### config.mk
export PLATFORM = sky130hd
export DESIGN_NAME = sme_front
export DESIGN_NICKNAME = d
export VERILOG_FILES = /design/src/rtl/sme_pkg.sv /design/src/rtl/sme_front.sv
export SDC_FILE = /design/constraint.sdc
export NUM_CORES = 1
export LEC_CHECK = 0
export BUFFER_PORTS_ARGS = -buffer_cell sky130_fd_sc_hd__buf_2
export CAP_MARGIN = 20
export CORE_MARGIN = 2
export CORE_UTILIZATION = 25
export CTS_CLUSTER_DIAMETER = 30
export CTS_CLUSTER_SIZE = 24
export DETAILED_ROUTE_END_ITERATION = 16
export PLACE_DENSITY = 0.52
export SLEW_MARGIN = 25
export SYNTH_ARGS = -nofsm -noshare
export SYNTH_HDL_FRONTEND = slang
export SYNTH_SLANG_ARGS = --single-unit
### constraint.sdc
create_clock -name clk -period 2.1 [get_ports clk]
set_input_delay 0.63 -clock clk [delete_from_list [all_inputs] [get_ports clk]]
set_output_delay 0.63 -clock clk [all_outputs]
set_load 0.01 [all_outputs]
### src/rtl/sme_pkg.sv
`default_nettype none
// ----------------------------------------------------------------------------
// sme_pkg
// Shared opcodes, status codes and the front-to-back instruction record.
// ----------------------------------------------------------------------------
package sme_pkg;

    localparam int STACK_DEPTH_DEF = 256;
    localparam int OPQ_DEPTH       = 2;

    localparam logic [7:0] OP_HALT = 8'h00;
    localparam logic [7:0] OP_PUSH = 8'h01;
    localparam logic [7:0] OP_POP  = 8'h02;
    localparam logic [7:0] OP_ADD  = 8'h03;
    localparam logic [7:0] OP_SUB  = 8'h04;
    localparam logic [7:0] OP_MUL  = 8'h05;
    localparam logic [7:0] OP_DIV  = 8'h06;
    localparam logic [7:0] OP_MOD  = 8'h07;
    localparam logic [7:0] OP_CALL = 8'h08;
    localparam logic [7:0] OP_RET  = 8'h09;
    localparam logic [7:0] OP_EQ   = 8'h20;
    localparam logic [7:0] OP_NE   = 8'h21;
    localparam logic [7:0] OP_LT   = 8'h22;
    localparam logic [7:0] OP_GT   = 8'h23;

    localparam logic [3:0] ST_OK          = 4'd0;
    localparam logic [3:0] ST_HALTED      = 4'd1;
    localparam logic [3:0] ST_NOT_RUNNING = 4'd2;
    localparam logic [3:0] ST_BAD_OP      = 4'd3;
    localparam logic [3:0] ST_OVERFLOW    = 4'd4;
    localparam logic [3:0] ST_UNDERFLOW   = 4'd5;
    localparam logic [3:0] ST_DIV_ZERO    = 4'd6;
    localparam logic [3:0] ST_BAD_JUMP    = 4'd7;
    localparam logic [3:0] ST_NO_PROGRAM  = 4'd8;

    // instruction classes decided in the front end
    typedef enum logic [3:0] {
        CL_HALT, CL_PUSH, CL_POP, CL_BIN, CL_CALL, CL_RET, CL_BAD
    } op_class_t;

    typedef struct packed {
        op_class_t   cls;
        logic [7:0]  op;
        logic [15:0] imm;
    } instr_t;

endpackage : sme_pkg
`default_nettype wire

### src/rtl/sme_front.sv
`default_nettype none
// ----------------------------------------------------------------------------
// sme_front
// Accepts instructions, classifies the opcode and queues them for the back end.
// ----------------------------------------------------------------------------
module sme_front (
    input  wire logic            clk,
    input  wire logic            rst_n,
    input  wire logic            push,
    output logic                 full,
    input  wire logic [7:0]      req_type,
    input  wire logic [15:0]     immediate,
    output logic                 q_valid,
    output sme_pkg::instr_t      q_data,
    input  wire logic            q_take
);
    localparam int AW = $clog2(sme_pkg::OPQ_DEPTH);

    sme_pkg::instr_t  mem_reg [sme_pkg::OPQ_DEPTH];
    logic [AW-1:0]    wr_reg, rd_reg;
    logic [AW:0]      cnt_reg;
    sme_pkg::op_class_t cls;
    logic             wr_en, rd_en;

    always_comb
    begin
        unique case (req_type)
            sme_pkg::OP_HALT: cls = sme_pkg::CL_HALT;
            sme_pkg::OP_PUSH: cls = sme_pkg::CL_PUSH;
            sme_pkg::OP_POP:  cls = sme_pkg::CL_POP;
            sme_pkg::OP_ADD, sme_pkg::OP_SUB, sme_pkg::OP_MUL, sme_pkg::OP_DIV,
            sme_pkg::OP_MOD, sme_pkg::OP_EQ, sme_pkg::OP_NE, sme_pkg::OP_LT,
            sme_pkg::OP_GT:   cls = sme_pkg::CL_BIN;
            sme_pkg::OP_CALL: cls = sme_pkg::CL_CALL;
            sme_pkg::OP_RET:  cls = sme_pkg::CL_RET;
            default:          cls = sme_pkg::CL_BAD;
        endcase
    end

    assign full    = (cnt_reg == (AW+1)'(sme_pkg::OPQ_DEPTH));
    assign q_valid = (cnt_reg != '0);
    assign q_data  = mem_reg[rd_reg];
    assign wr_en   = push && !full;
    assign rd_en   = q_take && q_valid;

    always_ff @(posedge clk)
    begin
        if (wr_en)
        begin
            mem_reg[wr_reg] <= '{cls: cls, op: req_type, imm: immediate};
        end
    end

    always_ff @(posedge clk or negedge rst_n)
    begin
        if (!rst_n)
        begin
            wr_reg  <= '0;
            rd_reg  <= '0;
            cnt_reg <= '0;
        end
        else
        begin
            if (wr_en) wr_reg <= wr_reg + 1'b1;
            if (rd_en) rd_reg <= rd_reg + 1'b1;
            cnt_reg <= cnt_reg + (AW+1)'(wr_en) - (AW+1)'(rd_en);
        end
    end
endmodule : sme_front
`default_nettype wire

==> results of run 1 <==
[power groups by stage]
stage	sequential, mW	clock [mW]	combinational [mW]
finish	1.66	0.969	1.36
global route	1.69	1.05	1.49
CTS	1.65	1.02	1.28
detailed placement	1.68	0	1.28
global placement	1.67	0	1.29
floorplan	1.66	0	0.752
[cell families (layout without fill, tap and decap cells)]
group,count (synthesis),after routing,synth area share (%)
AOI/OAI and AO/OA,3,3,0.9604
adders and majority gates,2,2,1.130
other,1,1,0.1693
xor gates and xnor gates,4,4,1.582
and+or+nand+nor,11,11,3.334
muxes,27,27,13.73
DFF,58,58,77.74
buffers and inverters,6,79,1.356
[synthesized netlist by cell type]
cell / number
edfxtp_1: 54
mux2_2: 27
dfrtp_1: 4
buf_2: 3
xnor2_1: 3
ha_1: 2
inv_1: 2
nor2_1: 2
a211o_2: 1
a31oi_1: 1
and2_1: 1
and3_1: 1
buf_4: 1
conb_1: 1
nand2_1: 1
nand2b_1: 1
o21ai_0: 1
or2_2: 1
or3_4: 1
or3b_2: 1
or4_1: 1
or4b_1: 1
xor2_1: 1
[area by class of cell]
cell class / count / area (um2)
Sequential cell: 58 / 1723
Clock inverter: 6 / 58.81
Timing Repair Buffer: 62 / 411.6
Fill cell: 874 / 5710
Tap cell: 108 / 135.1
Multi-Input combinational cell: 48 / 465.4
Clock buffer: 9 / 123.9
Inverter: 2 / 7.507
[worst max-delay path: cells and delay by family (launching register included)]
kind,cells,cell delay [ns]
mux,1,0.34
flops,1,0.42
buf+inv,2,0.33
[routing by layer]
metal / GRT usage, % / wire [um]
met1: 11.05 / 1888
met4: 3.846 / 35
met2: 13.54 / 1978
met3: 6.156 / 394
met5: 0 / 0
[repair_timing]
action / 4_1_cts / 5_1_grt
endpoints found under the hold margin: 0 / 0
endpoints found under the setup margin: 0 / 23
gates resized for setup: 0 / 6
[metrics by stage]
step	instances	setup WS, ns	utilization (%)	setup TNS, ns
final	293	0.04852	33.87	0
after global routing	293	-0.01489	33.87	-0.07080
after CTS	292	0.001908	33.21	0
after detailed placement	277	0.2543	31.09	0
after global placement	277	0.2737	31.09	0
after floorplan	112	0.2569	-	0
[worst min path at each step]
stage	start	to	slack [ns]	depth (start not counted)
2_1_floorplan	rst_n	cnt_reg[0]	0.33	0
3_3_place_gp	rst_n	cnt_reg[0]	0.45	1
3_5_place_dp	rst_n	cnt_reg[0]	0.45	1
4_1_cts	rst_n	wr_reg	0.08	1
5_1_grt	rst_n	wr_reg	0.08	1
6_report	rst_n	wr_reg	0.10	1
==> run summary, run 1 <==
max-slew violations = 0
Power Total = 3.988 mW
sequential power share = 41.7%
Int Power = 2.810 mW
largest net degree at the start of global routing = 25
# port buffers = 56
die area = 0.009628 mm2
CTS tree = built
fin crit share = 97.69%
Crit path largest cell delay = 0.42 ns
CTS Sinks = 58
Avg Synthesized Cell Area = 19.77 um2
Net Sw Power = 1.179 mW
Final setup viols = 0
hold buffers post-CTS = 0
post-layout minimum cycle time = 2.051 ns
leak pwr = 1.087 nW
critical-path maximum fanout = 12
RSZ-0062 raised after global routing = yes
clk buf depth = 2
Post-Syn Instances = 112
first-pass GRT wire length = 6651 um
nets@finish = 211
CP max stage cell = dfrtp_2
Post-Syn Area = 0.002215 mm2
Layout Skew = 0.009138 ns
Hold Path Class = input pin to async pin
Detail Route Antenna Nets = 0
R2R Setup Slk = 0.35 ns
first-pass detailed-route iteration total = 4
Remaining Overflow, GRT = 0
critical path startpoint category = flop
switching share of power = 29.55%
CTS Buf Count = 9
combinational fraction of design power = 34.0%
dpl hpwl = 2712 um
DR vias = 1222
initial antenna violation count = 0
Max VDD drop = 0.5542 mV
initial core utilization = 25.64%
Max Cap Viol = 0
max FFs per register = 54
floorplan core area = 0.008636 mm2
ranking of synthesized cells by area = edfxtp_1 73%, mux2_2 14%, dfrtp_1 4.5%
clock share of power = 24.3%
Top Ports = 58
CTS clk-pin slew, worst paths = 0.06 ns
launching point of the worst reg2reg path = cnt_reg[1]
Hold Violations, Final = 0
commonest non-fill, non-tap cell in the layout = edfxtp_1
status = complete, no violations
Fin Hold WS = 0.1014 ns
Clk Latency, worst-skew pair = 0.33 ns
CP Class = flop to primary output
Worst Setup SP = rd_reg
count of different cell masters after synthesis = 23
DRC violations left = 0
share of the yosys chip area belonging to registers = 77.74%
Critical Path RT = 1.47 ns
Die Span X = 98.12 um
crit path capture type = primary output
PD cells = 1363 mW/mm2
reg2reg path depth = 7
reg2reg end = cnt_reg[1]
Synth area leader = edfxtp_1
critical path, cell by cell = clkbuf_16 -> mux2_2 -> buf_2
Area growth, synth to finish = 32.09%
worst setup path end = q_data[9]
Critical Path AT = 1.42 ns
share of cells above drive strength 1 = 58.92%
Final GP Congestion = 0.6380
Post-DP Area = 0.002685 mm2
buffer count from post-CTS setup fixing = 0
Antenna Cells = 0
fmax = 0.4875 GHz
num rows = 34
routed wire length = 4296 um
htree depth = 3
Via density = 4.171
Root Buffer = clkbuf_8
die height = 98.12 um
Initial DRC Count = 52
WL/cell = 14.66 um
post-synth top area share = 73.22%
Layout Cell Area excl Fill = 0.002925 mm2
FF+latch count, synth = 58
YS warnings = 0
commonest cells after routing, fill and taps aside = 54 x edfxtp_1, 51 x buf_2, 27 x mux2_2
number of global-route vias before repair = 1321
All-Layer GR Usage = 9.384%
Synthesized Nets = 142
Note: power is estimated with default switching activity, not from simulation.
==> run 2: changes to the inputs <==
CORE_UTILIZATION = 46   (was 25)
PLACE_DENSITY = 0.81   (was 0.52)
==> run summary, run 2 (synthesis gave the netlist of run 1 again) <==
status = complete, no violations
first-pass detailed-route iteration total = 4
leak pwr = 1.077 nW
RSZ-0062 raised after global routing = no
fillers = 355
Max Cap Viol = 0
Initial DRC Count = 120
Area growth, synth to finish = 26.10%
share of cells above drive strength 1 = 58.60%
PD cells = 1365 mW/mm2
Detail Route Antenna Nets = 0
DP Worst Slack = 0.2444 ns
setup tns final = 0 ns
Remaining Overflow, GRT = 0
fmax = 0.4942 GHz
htree depth = 3
critical path, cell by cell = buf_4 -> mux2_2 -> buf_2
Clk Latency, worst-skew pair = 0.31 ns
Die Span X = 73.39 um
fin util = 59.52%
num rows = 25
largest net degree at the start of global routing = 19
routed wire length = 3835 um
Power Total = 3.812 mW
launching point of the worst reg2reg path = cnt_reg[1]
Via density = 5.004
critical path startpoint category = flop
clk buf depth = 2
commonest cells after routing, fill and taps aside = 56 x buf_2, 54 x edfxtp_1, 27 x mux2_2
first-pass GRT wire length = 6058 um
Multi-input gate area = 465.4 um2
initial core utilization = 47.20%
floorplan core area = 0.004692 mm2
fin crit share = 96.36%
die height = 73.39 um
initial antenna violation count = 0
Layout Skew = 0.003512 ns
CTS clk-pin slew, worst paths = 0.06 ns
Hold Path Class = input pin to async pin
Max VDD drop = 0.7468 mV
fin worst setup slack = 0.07651 ns
Critical Path RT = 1.47 ns
max FFs per register = 54
Final setup viols = 0
register area = 0.001722 mm2
post-layout minimum cycle time = 2.023 ns
commonest non-fill, non-tap cell in the layout = buf_2
DRC violations left = 0
Top Ports = 58
number of global-route vias before repair = 1276
CTS Buf Count = 9
DR vias = 1201
CP max stage cell = dfrtp_1
All-Layer GR Usage = 15.52%
R2R Setup Slk = 0.24 ns
dpl hpwl = 2734 um
max-slew violations = 0
crit path capture type = primary output
nets@finish = 211
Hold Violations, Final = 0
CTS tree = built
reg2reg path depth = 7
Final GP Congestion = 0.6840
hold buffers post-CTS = 0
CTS Sinks = 58
CP Class = flop to primary output
WL/cell = 15.98 um
Critical Path AT = 1.39 ns
reg2reg end = cnt_reg[1]
critical-path maximum fanout = 10
Root Buffer = clkbuf_8
# port buffers = 56
Antenna Cells = 0
die area = 0.005385 mm2
Crit path largest cell delay = 0.37 ns
[run 2: how the worst max path moves through the flow]
stage	slack [ns]	depth (start not counted)	from	endpoint
2_1_floorplan	0.26	2	push	mem_reg[0][0]
3_3_place_gp	0.29	3	req_type[7]	mem_reg[0][25]
5_1_grt	0.004	3	rd_reg	q_data[14]
6_report	0.08	3	rd_reg	q_data[21]
4_1_cts	0.02	3	rd_reg	q_data[12]
3_5_place_dp	0.24	3	req_type[7]	mem_reg[1][25]
[run 2: layer usage]
layer	up-vias	share of wire [%]	GRT usage, %	routed length [um]
met5	-	0	0	0
met4	0	1.1	8.283	41
met3	4	2.7	2.881	104
li1	573	-	-	-
met2	33	54	26.33	2087
met1	591	42	18.78	1602
[run 2: critical path: cells and delay by family, from the launching register on]
family,cells,cell delay (ns)
buffers and inverters,2,0.35
multiplexers,1,0.36
flip-flops,1,0.37
[run 2: cell type report]
type / count / area share, %
sequential: 58 / 61.65
multi-input combinational: 48 / 16.67
timing repair buffer: 62 / 11.78
clock buffer: 15 / 7.034
tap: 54 / 2.419
inverter: 2 / 0.2688
clock inverter: 1 / 0.1792
[run 2: what timing repair did]
item	4_1_cts	5_1_grt
setup buffers	0	0
hold endpoints to repair	0	0
setup endpoints to repair	0	18
gates resized for setup	0	1
[run 2: metrics by stage]
step / cell area [um2] / hold WS (ns) / cells
6_report: 2793 / 0.1158 / 240
5_1_grt: 2793 / 0.1021 / 240
4_1_cts: 2789 / 0.1021 / 240
3_5_place_dp: 2587 / 0.4454 / 224
3_3_place_gp: 2587 / 0.4375 / 224
2_1_floorplan: 2217 / 0.3344 / 112
[run 2: power breakdown]
group	switching, mW	total (mW)	internal (mW)
logic	0.615	1.18	0.563
registers	0.0792	1.66	1.58
clock network	0.385	0.973	0.588
total	1.08	3.81	2.73
